--- config.mk ---
export PLATFORM = sky130hd
export DESIGN_NAME = motion_gesture_start_stop_detector
export DESIGN_NICKNAME = d
export VERILOG_FILES = /design/src/sv/mgssd_pkg.sv /design/src/sv/mgssd_hist_mem.sv /design/src/sv/mgssd_sq_len.sv /design/src/sv/motion_gesture_start_stop_detector.sv
export SDC_FILE = /design/constraint.sdc
export NUM_CORES = 2
export LEC_CHECK = 0
export ABC_AREA = 1
export BUFFER_PORTS_ARGS = -buffer_cell sky130_fd_sc_hd__buf_2
export CAP_MARGIN = 20
export CORE_ASPECT_RATIO = 1.4
export CORE_MARGIN = 2
export CORE_UTILIZATION = 65
export CTS_CLUSTER_DIAMETER = 80
export CTS_CLUSTER_SIZE = 10
export DETAILED_ROUTE_END_ITERATION = 6
export HOLD_SLACK_MARGIN = 0.12
export PLACE_DENSITY = 0.9
export SYNTH_ARGS = -nofsm -noshare
export SYNTH_HDL_FRONTEND = slang
export SYNTH_HIERARCHICAL = 1
export SYNTH_SLANG_ARGS = --single-unit
--- constraint.sdc ---
create_clock -name clk -period 7.9 [get_ports clk]
set_input_delay 1.58 -clock clk [delete_from_list [all_inputs] [get_ports clk]]
set_output_delay 1.58 -clock clk [all_outputs]
set_load 0.005 [all_outputs]
--- src/sv/mgssd_pkg.sv ---
// Package for the motion gesture start/stop detector.
// Holds register indexes, reset values, phase codes, the sequencer states and the result type.
// No dependencies.
package mgssd_pkg;

  // Default sizes handed to the top level
  localparam int unsigned HISTORY_DEPTH_DEF = 16;
  localparam int unsigned COORD_BITS_DEF    = 16;

  // Configuration port
  localparam int unsigned CFG_AW = 2;
  localparam int unsigned CFG_DW = 17;

  localparam logic [CFG_AW-1:0] CFG_START_THRESH = 2'd0;
  localparam logic [CFG_AW-1:0] CFG_END_THRESH   = 2'd1;
  localparam logic [CFG_AW-1:0] CFG_END_CHECKS   = 2'd2;
  localparam logic [CFG_AW-1:0] CFG_MISS_LIMIT   = 2'd3;

  // Register widths and reset values
  localparam int unsigned THRW   = 17;
  localparam int unsigned THRSQW = 2 * THRW;
  localparam int unsigned CHKW   = 4;
  localparam int unsigned LIMW   = 8;
  localparam int unsigned MISSW  = 9;

  localparam logic [THRW-1:0] START_THRESH_RST = 17'd8000;
  localparam logic [THRW-1:0] END_THRESH_RST   = 17'd2000;
  localparam logic [CHKW-1:0] END_CHECKS_RST   = 4'd1;
  localparam logic [LIMW-1:0] MISS_LIMIT_RST   = 8'd5;

  // Phase of a frame
  typedef enum logic [1:0] {
    PH_NONE = 2'd0,
    PH_IN   = 2'd1,
    PH_END  = 2'd2
  } phase_t;

  // One result item
  typedef struct packed {
    logic   started;
    phase_t phase;
    logic   active;
  } res_t;

  // Sequencer states
  typedef enum logic [2:0] {
    ST_IDLE  = 3'd0,
    ST_EVAL  = 3'd1,
    ST_CHECK = 3'd2,
    ST_SQ1   = 3'd3,
    ST_SQ2   = 3'd4,
    ST_CMP   = 3'd5,
    ST_DONE  = 3'd6
  } state_t;

endpackage

--- src/sv/mgssd_hist_mem.sv ---
// Point history ring storage: one write port, one read port with registered data.
// Standalone; sized by the top level.
module mgssd_hist_mem #(
  parameter int unsigned DEPTH = 16,
  parameter int unsigned W     = 49
) (
  input  logic                     clk,
  input  logic                     wr_en,
  input  logic [$clog2(DEPTH)-1:0] wr_addr,
  input  logic [W-1:0]             wr_data,
  input  logic [$clog2(DEPTH)-1:0] rd_addr,
  output logic [W-1:0]             rd_data
);

  logic [W-1:0] mem [DEPTH];
  logic [W-1:0] rd_data_r;

  // Write the new point
  always_ff @(posedge clk) begin
    if (wr_en) begin
      mem[wr_addr] <= wr_data;
    end
  end

  // Read every cycle, with the read data registered
  always_ff @(posedge clk) begin
    rd_data_r <= mem[rd_addr];
  end

  assign rd_data = rd_data_r;

endmodule

--- src/sv/mgssd_sq_len.sv ---
// Squared step length between two points, two register stages.
// Stage one squares the coordinate differences, stage two sums them. Standalone.
module mgssd_sq_len #(
  parameter int unsigned CB = 16
) (
  input  logic              clk,
  input  logic [3*CB-1:0]   a_xyz,
  input  logic [3*CB-1:0]   b_xyz,
  output logic [2*CB+1:0]   len_sq
);

  localparam int unsigned SQW  = 2 * CB + 1;
  localparam int unsigned LENW = 2 * CB + 2;

  logic signed [CB:0]     d [3];
  logic signed [2*CB+1:0] p [3];
  logic [SQW-1:0]         sq_r [3];
  logic [LENW-1:0]        len_r;

  // Differences and squares, one lane per axis
  always_comb begin
    for (int k = 0; k < 3; k++) begin
      d[k] = $signed({a_xyz[k*CB+CB-1], a_xyz[k*CB +: CB]})
           - $signed({b_xyz[k*CB+CB-1], b_xyz[k*CB +: CB]});
      p[k] = d[k] * d[k];
    end
  end

  // Stage one: hold the squares
  always_ff @(posedge clk) begin
    for (int k = 0; k < 3; k++) begin
      sq_r[k] <= p[k][SQW-1:0];
    end
  end

  // Stage two: sum the three axes
  always_ff @(posedge clk) begin
    len_r <= LENW'(sq_r[0]) + LENW'(sq_r[1]) + LENW'(sq_r[2]);
  end

  assign len_sq = len_r;

endmodule

--- src/sv/motion_gesture_start_stop_detector.sv ---
// Motion gesture start/stop detector, top level; uses mgssd_pkg, mgssd_hist_mem, mgssd_sq_len.
// Per item: with under two points or past the miss limit the result goes straight to hand-over;
// a start check reads, squares and compares the newest pair; in a gesture each still step is
// read, squared and compared until enough still steps end it, the history runs out or a step fails.
// One item is taken at a time, only in idle; out_tready holding the output register stalls it.
// Reset (rst_n, synchronous) empties the history, loads defaults.
module motion_gesture_start_stop_detector #(
  parameter int unsigned HISTORY_DEPTH = mgssd_pkg::HISTORY_DEPTH_DEF,
  parameter int unsigned COORD_BITS    = mgssd_pkg::COORD_BITS_DEF
) (
  input  logic                                  clk,
  input  logic                                  rst_n,
  // tdata: pos_x, pos_y, pos_z from bit 0 up, zero filled
  input  logic [((3*COORD_BITS+7)/8)*8-1:0]     in_tdata,
  // tuser: pos_valid
  input  logic [0:0]                            in_tuser,
  input  logic                                  in_tvalid,
  output logic                                  in_tready,
  // tdata: active in bit 0, zero filled
  output logic [7:0]                            out_tdata,
  // tuser: phase in bits 1:0, started in bit 2
  output logic [2:0]                            out_tuser,
  output logic                                  out_tvalid,
  input  logic                                  out_tready,
  input  logic                                  cfg_we,
  input  logic [mgssd_pkg::CFG_AW-1:0]          cfg_addr,
  input  logic [mgssd_pkg::CFG_DW-1:0]          cfg_wdata
);

  import mgssd_pkg::*;

  localparam int unsigned AW   = $clog2(HISTORY_DEPTH);
  localparam int unsigned CNTW = $clog2(HISTORY_DEPTH + 1);
  localparam int unsigned PW   = 3 * COORD_BITS + 1;
  localparam int unsigned LENW = 2 * COORD_BITS + 2;
  localparam int unsigned CMPW = (LENW > THRSQW) ? LENW : THRSQW;

  // Configuration registers
  logic [THRW-1:0] start_thresh_r;
  logic [THRW-1:0] end_thresh_r;
  logic [CHKW-1:0] end_checks_r;
  logic [LIMW-1:0] miss_limit_r;

  // Control state
  state_t          state_r, state_nxt;
  logic [AW-1:0]   head_r, head_nxt;
  logic [CNTW-1:0] cnt_r, cnt_nxt;
  phase_t          phase_r, phase_nxt;
  logic [MISSW-1:0] miss_r, miss_nxt;
  logic            out_valid_r, out_valid_nxt;

  // Work registers
  logic [AW-1:0]     rd_addr_r, rd_addr_nxt;
  logic [PW-1:0]     a_r, a_nxt;
  logic [PW-1:0]     b_r, b_nxt;
  logic [THRSQW-1:0] thr_sq_r, thr_sq_nxt;
  logic [CHKW-1:0]   step_r, step_nxt;
  res_t              res_r, res_nxt;
  res_t              out_res_r, out_res_nxt;

  // Datapath signals
  logic              in_fire;
  logic [PW-1:0]     in_pt;
  logic [PW-1:0]     rd_data;
  logic [LENW-1:0]   len_sq;
  logic [THRW-1:0]   thr_sel;
  logic [THRSQW-1:0] thr_prod;
  logic              gesture;
  logic              len_gt;
  logic              pair_ok;
  logic              chk_end;
  logic              chk_short;
  logic              few_pts;
  logic [MISSW-1:0]  miss_calc;
  logic              miss_over;
  logic              out_free;

  assign in_fire  = in_tvalid && in_tready;
  assign in_pt    = {in_tuser[0], in_tdata[3*COORD_BITS-1:0]};
  assign gesture  = (phase_r == PH_IN);
  assign thr_sel  = gesture ? end_thresh_r : start_thresh_r;
  assign thr_prod = thr_sel * thr_sel;
  assign len_gt   = CMPW'(len_sq) > CMPW'(thr_sq_r);
  assign pair_ok  = a_r[PW-1] && b_r[PW-1];
  assign chk_end  = (step_r == end_checks_r);
  assign chk_short = ((32'(step_r) + 32'd1) >= 32'(cnt_r));
  assign few_pts  = (cnt_r < CNTW'(2));
  assign miss_calc = a_r[PW-1] ? '0 : ((miss_r != '1) ? miss_r + 1'b1 : miss_r);
  assign miss_over = miss_calc > MISSW'(miss_limit_r);
  assign out_free = !out_valid_r || out_tready;

  // History ring
  mgssd_hist_mem #(
    .DEPTH (HISTORY_DEPTH),
    .W     (PW)
  ) u_hist (
    .clk     (clk),
    .wr_en   (in_fire),
    .wr_addr (head_r),
    .wr_data (in_pt),
    .rd_addr (rd_addr_r),
    .rd_data (rd_data)
  );

  // Squared step length between the held pair
  mgssd_sq_len #(
    .CB (COORD_BITS)
  ) u_len (
    .clk    (clk),
    .a_xyz  (a_r[PW-2:0]),
    .b_xyz  (rd_data[PW-2:0]),
    .len_sq (len_sq)
  );

  // Configuration writes
  always_ff @(posedge clk) begin
    if (!rst_n) begin
      start_thresh_r <= START_THRESH_RST;
      end_thresh_r   <= END_THRESH_RST;
      end_checks_r   <= END_CHECKS_RST;
      miss_limit_r   <= MISS_LIMIT_RST;
    end else if (cfg_we) begin
      unique case (cfg_addr)
        CFG_START_THRESH: start_thresh_r <= cfg_wdata[THRW-1:0];
        CFG_END_THRESH:   end_thresh_r   <= cfg_wdata[THRW-1:0];
        CFG_END_CHECKS:   end_checks_r   <= cfg_wdata[CHKW-1:0];
        CFG_MISS_LIMIT:   miss_limit_r   <= cfg_wdata[LIMW-1:0];
        default: ;
      endcase
    end
  end

  // Next state
  always_comb begin
    state_nxt = state_r;
    unique case (state_r)
      ST_IDLE: begin
        if (in_fire) state_nxt = ST_EVAL;
      end
      ST_EVAL: begin
        priority if (few_pts)  state_nxt = ST_DONE;
        else if (!gesture)     state_nxt = ST_SQ1;
        else if (miss_over)    state_nxt = ST_DONE;
        else                   state_nxt = ST_CHECK;
      end
      ST_CHECK: begin
        if (chk_end || chk_short) state_nxt = ST_DONE;
        else                      state_nxt = ST_SQ1;
      end
      ST_SQ1: state_nxt = ST_SQ2;
      ST_SQ2: state_nxt = ST_CMP;
      ST_CMP: begin
        if (!gesture || !pair_ok || len_gt) state_nxt = ST_DONE;
        else                                state_nxt = ST_CHECK;
      end
      ST_DONE: begin
        if (out_free) state_nxt = ST_IDLE;
      end
      default: state_nxt = ST_IDLE;
    endcase
  end

  // Datapath and result updates
  always_comb begin
    head_nxt      = head_r;
    cnt_nxt       = cnt_r;
    phase_nxt     = phase_r;
    miss_nxt      = miss_r;
    rd_addr_nxt   = rd_addr_r;
    a_nxt         = a_r;
    b_nxt         = b_r;
    thr_sq_nxt    = thr_sq_r;
    step_nxt      = step_r;
    res_nxt       = res_r;
    out_res_nxt   = out_res_r;
    out_valid_nxt = out_tready ? 1'b0 : out_valid_r;
    in_tready     = (state_r == ST_IDLE);

    unique case (state_r)
      ST_IDLE: begin
        // Take the item: store it, count it, point the read at the previous entry
        if (in_fire) begin
          head_nxt    = (head_r == AW'(HISTORY_DEPTH - 1)) ? '0 : head_r + 1'b1;
          cnt_nxt     = (cnt_r < CNTW'(HISTORY_DEPTH)) ? cnt_r + 1'b1 : cnt_r;
          rd_addr_nxt = (head_r == '0) ? AW'(HISTORY_DEPTH - 1) : head_r - 1'b1;
          a_nxt       = in_pt;
          thr_sq_nxt  = thr_prod;
          step_nxt    = '0;
        end
      end
      ST_EVAL: begin
        priority if (few_pts) begin
          res_nxt   = '{started: 1'b0, phase: PH_NONE, active: 1'b0};
          phase_nxt = PH_NONE;
        end else if (gesture) begin
          // Count misses; end outright once past the limit
          miss_nxt = miss_calc;
          if (miss_over) begin
            res_nxt   = '{started: 1'b0, phase: PH_END, active: 1'b1};
            phase_nxt = PH_END;
            cnt_nxt   = CNTW'(1);
            miss_nxt  = '0;
          end
        end else begin
          res_nxt = res_r;
        end
      end
      ST_CHECK: begin
        // All required steps still: end; history too short: carry on
        priority if (chk_end) begin
          res_nxt   = '{started: 1'b0, phase: PH_END, active: 1'b1};
          phase_nxt = PH_END;
          cnt_nxt   = CNTW'(1);
          miss_nxt  = '0;
        end else if (chk_short) begin
          res_nxt   = '{started: 1'b0, phase: PH_IN, active: 1'b1};
          phase_nxt = PH_IN;
        end else begin
          res_nxt = res_r;
        end
      end
      ST_SQ1: begin
        b_nxt = rd_data;
      end
      ST_SQ2: begin
        b_nxt = b_r;
      end
      ST_CMP: begin
        if (!gesture) begin
          // Start check on the newest pair
          if (pair_ok && len_gt) begin
            res_nxt   = '{started: 1'b1, phase: PH_IN, active: 1'b1};
            phase_nxt = PH_IN;
            miss_nxt  = '0;
            cnt_nxt   = CNTW'(2);
          end else begin
            res_nxt   = '{started: 1'b0, phase: PH_NONE, active: 1'b0};
            phase_nxt = PH_NONE;
          end
        end else if (!pair_ok || len_gt) begin
          res_nxt   = '{started: 1'b0, phase: PH_IN, active: 1'b1};
          phase_nxt = PH_IN;
        end else begin
          // Step is still: advance one entry back
          a_nxt       = b_r;
          rd_addr_nxt = (rd_addr_r == '0) ? AW'(HISTORY_DEPTH - 1) : rd_addr_r - 1'b1;
          step_nxt    = step_r + 1'b1;
        end
      end
      ST_DONE: begin
        // Hand the item to the output register once it is free
        if (out_free) begin
          out_res_nxt   = res_r;
          out_valid_nxt = 1'b1;
        end
      end
      default: ;
    endcase
  end

  // Control registers
  always_ff @(posedge clk) begin
    if (!rst_n) begin
      state_r     <= ST_IDLE;
      head_r      <= '0;
      cnt_r       <= '0;
      phase_r     <= PH_NONE;
      miss_r      <= '0;
      out_valid_r <= 1'b0;
    end else begin
      state_r     <= state_nxt;
      head_r      <= head_nxt;
      cnt_r       <= cnt_nxt;
      phase_r     <= phase_nxt;
      miss_r      <= miss_nxt;
      out_valid_r <= out_valid_nxt;
    end
  end

  // Payload registers
  always_ff @(posedge clk) begin
    rd_addr_r <= rd_addr_nxt;
    a_r       <= a_nxt;
    b_r       <= b_nxt;
    thr_sq_r  <= thr_sq_nxt;
    step_r    <= step_nxt;
    res_r     <= res_nxt;
    out_res_r <= out_res_nxt;
  end

  assign out_tvalid = out_valid_r;
  assign out_tdata  = {7'd0, out_res_r.active};
  assign out_tuser  = {out_res_r.started, out_res_r.phase};

`ifndef ASSERT_OFF
  // An accepted item is evaluated in the next cycle
  a_accept_eval: assert property (@(posedge clk) disable iff (!rst_n)
    in_fire |=> state_r == ST_EVAL)
    else $error("accepted item not evaluated");

  // A new result appears only from the hand-over state
  a_out_from_done: assert property (@(posedge clk) disable iff (!rst_n)
    (out_valid_nxt && (!out_valid_r || out_tready)) |-> state_r == ST_DONE)
    else $error("result loaded outside hand-over");

  // The kept point count never exceeds the ring depth
  a_cnt_bound: assert property (@(posedge clk) disable iff (!rst_n)
    cnt_r <= CNTW'(HISTORY_DEPTH))
    else $error("point count beyond ring depth");

  // A start mark only comes with an active in-gesture result
  a_start_mark: assert property (@(posedge clk) disable iff (!rst_n)
    (out_tvalid && out_res_r.started) |-> (out_res_r.active && out_res_r.phase == PH_IN))
    else $error("start mark on wrong phase");
`endif

endmodule
# After elaboration in Yosys (flattened, before gate mapping)
# Memory sizes are Yosys's and may differ from the RTL's. A register that Yosys moved wholly into a read port is not among the register bits.
# Index checks and enable logic that the tools add are counted.
[word_totals] output_inout_bits=13 elab_cells=167 n_memories=2 inputBits=73 register_bits=252 mem_bits_rw=883
[memory_table] memory="u_hist.mem" depth=16 word_bits=49 rd=1 rd_clocked_by_memory_dff=1 wr=1 line_no="mgssd_hist_mem.sv:15" text="logic [W-1:0] mem [DEPTH];"
[memory_table] memory="u_len.sq_r" depth=3 word_bits=33 rd=3 rd_clocked_by_memory_dff=0 wr=3 line_no="mgssd_sq_len.sv:17" text="logic [SQW-1:0] sq_r [3];"
[classes] add_sub_neg=12 order_cmp=5 muxes=65 n_mul=4 reduce_logical=29 eq_ne=28
[ops] cell="$mux W49" n=3
[ops] cell="$mul A17 B17 Y33" n=3
[ops] cell="$pmux W49 S2" n=1
[ops] cell="$mux W9" n=8
[ops] cell="$mux W4" n=17
[ops] cell="$sub A16 B16 Y17" n=3
[ops] cell="$mux W5" n=8
[ops] cell="$add A33 B33 Y34" n=1
[ops] cell="$add A34 B33 Y34" n=1
[ops] cell="$gt A34 B34 Y1" n=1
[ops] cell="$mul A17 B17 Y34" n=1
[ops] cell="$pmux W9 S3" n=1
[ops] cell="$mux W3" n=7
[ops] cell="$pmux W3 S7" n=1
[ops] cell="$pmux W5 S4" n=1
[ops] cell="$ne A2 B2 Y1 const B" n=9
[ops] cell="$mux W17" n=1
[ops] cell="$pmux W4 S2" n=2
[ops] cell="$mux W2" n=7
[ops] cell="$reduce_and A2 Y1" n=7
[ops] cell="$ne A3 B3 Y1 const B" n=4
[ops] cell="$pmux W4 S3" n=1
[ops] cell="$add A9 B1 Y9 const B" n=1
[ops] cell="$eq A3 B3 Y1 const B" n=3
[ops] cell="31 further kinds" n=51

# Longest topological paths before layout
[logic_depth] depth_word=8 ltp_mapped=39 mapped_depth_nobuf=38

# Hierarchy
# Netlist, hierarchy kept.
[modules_own_cells] mod="mgssd_sq_len" cells_each=4788 seq_area_each_um2=2602.5 area_per_inst_um2=38389.3 instances=1
[modules_own_cells] mod="mgssd_hist_mem" cells_each=3231 seq_area_each_um2=24523.5 area_per_inst_um2=34707.0 instances=1
[modules_own_cells] mod="motion_gesture_start_stop_detector" cells_each=2067 seq_area_each_um2=5815.6 area_per_inst_um2=18271.3 instances=1

# Worst setup path before layout
# No wires, ideal clock.
[synth_path] path_type="reg2reg" startpoint="register a_r[32]" endpoint="memory u_len/sq_r[0][97] (netlist bit)" path_stages_with_launch=33 synth_period_minus_slack_ns=6.526 required_time_ns=7.788 n_path_buf=1 arrival_time_ns=6.414 setup_ns=0.112 path_slack_ns=1.374 path_cell_list="edfxtp_1 inv_1 ha_1 fa_1 inv_1 nand3_1 nand3_1 nand3_1 nand2_2 nand2_1 nand2_1 nand2_1 nand2_2 buf_6 nor2_4 fa_1 inv_1 fa_1 inv_1 fa_1 fa_1 inv_1 fa_1 inv_1 fa_1 ha_1 nand2_1 nor2_1 nand2_1 nor4_1 nand2_1 nand3_1 nand2_1"
[synth_lines] item="start: declaration" line_no="motion_gesture_start_stop_detector.sv:54" text="logic [PW-1:0] a_r, a_nxt;"
[synth_lines] item="start signal: assignment" line_no="motion_gesture_start_stop_detector.sv:283" text="a_r <= a_nxt;"
[synth_lines] item="end: declaration" line_no="mgssd_sq_len.sv:17"

==> impl_metrics.py <==
metrics = {
    "critical_path": {
        "slowest_delay_ns": 0.54,
        "rrSetupSlack_ns": 0.51,
        "worst_setup_path_end_kind": "flip-flop",
        "worstSetupPathType": "flip-flop to flip-flop",
        "cp_common_cell": "inv_1",
        "critPathLaunchType": "flip-flop",
        "crit_fanout": 12,
        "worst_ep_required_time_ns": 8.56,
        "slowest_stage": "fa_1",
        "cp_data_arrival_time_ns": 8.06,
    },
    "yosys": {
        "yosysMostFrequentCell": "nand2_1",
        "ys_ff_latch": 1180,
        "yosys.area.top_type_share": 0.306,
        "yosysWarningCount": 6,
        "synth_largest_area_cell": "edfxtp_1",
        "seq_area_frac_synth": 0.361,
        "netlist_area_mm2": 0.0914,
        "ys_top_cells_by_area": "edfxtp_1 (31%), fa_1 (22%), nand2_1 (9.8%), inv_1 (9.6%), ha_1 (6.4%)",
        "synth_ff_type": "edfxtp_1",
        "ys_top_cells_by_count": "nand2_1 (2,387), inv_1 (2,342), fa_1 (1,018)",
        "synth.distinct_cells": 64,
        "synth_edf_count": 931,
        "synth_cells": 10086,
        "postSynth.asyncResetShare": 0,
        "syn_avg_cell_area_um2": 9.06,
    },
    "clocking": {
        "cts-hold-fix-buffers": 0,
        "postCtsSetupRepairBufs": 0,
        "clk_pin_slew_ns": 0.06,
        "cts-resized-gates": 0,
        "tritoncts": "yes",
        "clockBufferDepth": 3,
        "insertion_delay_ns": 0.78,
        "cts_root_buf": "clkbuf_16",
        "cts_sinks": 1180,
        "cts_made_buffers": 138,
        "h-tree-depth": 4,
    },
    "min_path": {
        "hold_path.class": "flip-flop to flip-flop",
    },
    "outcome": {
        "status": "finished, final reports clean",
    },
    "drt": {
        "vias": 69390,
        "drc_errors": 0,
        "wl_per_cell_um": 20.0,
        "drt-vias-per-instance": 5.77,
        "dr.pass1.iters": 6,
        "drt_wl_total_mm": 240,
        "drt_iter0_drc": 7369,
        "ant_nets": 0,
    },
    "sta": {
        "skew_ns": 0.0367,
        "rsz0062_at_grt": "no",
        "fin_tns_setup_ns": 0,
        "finalMaxSlewViolations": 0,
        "setup_viol": 0,
        "relSlewSlack": 0.207,
        "min_period_over_period": 0.936,
        "post-route-min-period_ns": 7.39,
        "hold_violations": 0,
        "tightestPinTransition_ns": 1.19,
        "fmax_mhz": 135,
        "setup_ws_ns": 0.505,
    },
    "place": {
        "hpwlAfterDp_mm": 167,
        "io_buffers": 78,
        "place_ws_ns": 0.448,
        "routabilityCongestion": 0.959,
    },
    "cells_and_area": {
        "synthToLayoutAreaGrowth_pct": 6.52,
        "layout-drive-gt1-share": 0.0509,
        "regArea_mm2": 0.0329,
        "fill_cells": 9758,
        "nNetsFinal": 11695,
        "multi_input_area_mm2": 0.0479,
    },
    "global_route": {
        "grt_max_degree": 213,
        "grt_usage": 0.342,
        "grt_pass1_wl_mm": 382,
        "antenna_found_initial": 12,
        "grt_pass1_vias": 74013,
        "grt-ovfl-total": 0,
    },
    "floorplanning": {
        "die_area_mm2": 0.144,
        "core_mm2": 0.139,
        "dieWidth_um": 321,
        "io-pin-count": 86,
        "fp.dieH_um": 448,
        "placementRows": 162,
        "start_util": 0.655,
    },
    "run": {
        "maxCapViolations": 0,
    },
}
[layout by cell type (no fill, tap or decap), types with 11 or more instances in the layout]
cell | netlist | final
clkbuf_16 | 0 | 142
inv_1 | 2342 | 2341
fa_1 | 1018 | 1018
xnor2_1 | 42 | 42
buf_2 | 100 | 78
xor2_1 | 103 | 103
dfxtp_1 | 249 | 249
ha_1 | 470 | 470
nor2_2 | 18 | 17
nand3_1 | 788 | 788
nor3_1 | 32 | 31
o21ai_0 | 153 | 153
edfxtp_1 | 931 | 931
a21oi_1 | 266 | 265
nor2_4 | 25 | 42
nand2_1 | 2387 | 2386
nand2_2 | 27 | 28
o21ai_2 | 18 | 18
nor2_1 | 672 | 656
buf_4 | 64 | 96
inv_2 | 37 | 37
a21o_1 | 19 | 19
clkbuf_1 | 50 | 76
o21a_1 | 11 | 11
nand4_1 | 59 | 59
nand3b_1 | 21 | 21
o21bai_1 | 16 | 16
[stage by stage]
step | util | instance area (um^2) | std cells | hold slack, ns
detailed placement | 0.669 | 93200 | 11798 | 0.405
floorplan | - | 91400 | 10094 | 0.386
CTS | 0.698 | 97300 | 12030 | 0.417
global placement | 0.669 | 93200 | 11798 | 0.403
finish | 0.698 | 97300 | 12035 | 0.416
global route | 0.698 | 97300 | 12032 | 0.427
[metal layers]
metal | GRT usage | wire length, um | vias to the layer above
met5 | 0 | 56 | -
met4 | 0.227 | 18500 | 10
met3 | 0.0567 | 20100 | 1231
met2 | 0.603 | 121000 | 3857
met1 | 0.382 | 80400 | 33424
li1 | - | - | 30868
[critical path, delay by kind of cell, from the launching register on]
family          cells  cell delay [ns]
compound gates      3             0.51
xor+xnor            1             0.30
fa+ha+maj           8             3.83
buf+inv             8             0.87
flops               1             0.38
simple gates       10             1.37
[layout make-up]
class	count	share of cell area
multi-input cells	6249	0.492
well taps	1804	0.0232
clock buffers	218	0.0394
repair buffers	175	0.0116
flip-flops and latches	1180	0.338
inverters	2390	0.0924
diodes	5	0.000129
clock inverters	14	0.00235
[state kept, by name (all words and copies together), names as in the netlist]
name / cells
step_r: 4
end_checks_r: 4
out_tuser: 3
u_hist/rd_data: 49
miss_r: 9
out_tvalid: 1
state_r: 3
a_r: 49
u_len/len_sq: 34
phase_r: 2
start_thresh_r: 17
miss_limit_r: 8
end_thresh_r: 17
rd_addr_r: 4
u_len/sq_r: 96
b_r: 49
out_tdata: 1
thr_sq_r: 33
cnt_r: 5
res_r: 4
u_hist/mem: 784
head_r: 4
[cell families after synthesis]
kind of cell / synth area share
flip-flops: 0.361
multiplexers: 0.000110
buffers and inverters: 0.117
adder cells (fa/ha/maj): 0.287
AND/OR/NAND/NOR: 0.187
other: 0.0000822
XOR/XNOR: 0.0167
AO/OA/AOI/OAI: 0.0315
[worst paths after layout]
check | startpoint | endpoint | cells past startpoint
max | a_r[19] | u_len/sq_r[0][53] | 30
min | res_r[0] | out_tdata[0] | 0
max reg2reg | a_r[19] | u_len/sq_r[0][53] | 30
min reg2reg | res_r[0] | out_tdata[0] | 0
Power is left out: the tool's default activity adds up to more than one toggle a clock period on the data nets, which glitch-free logic cannot reach.
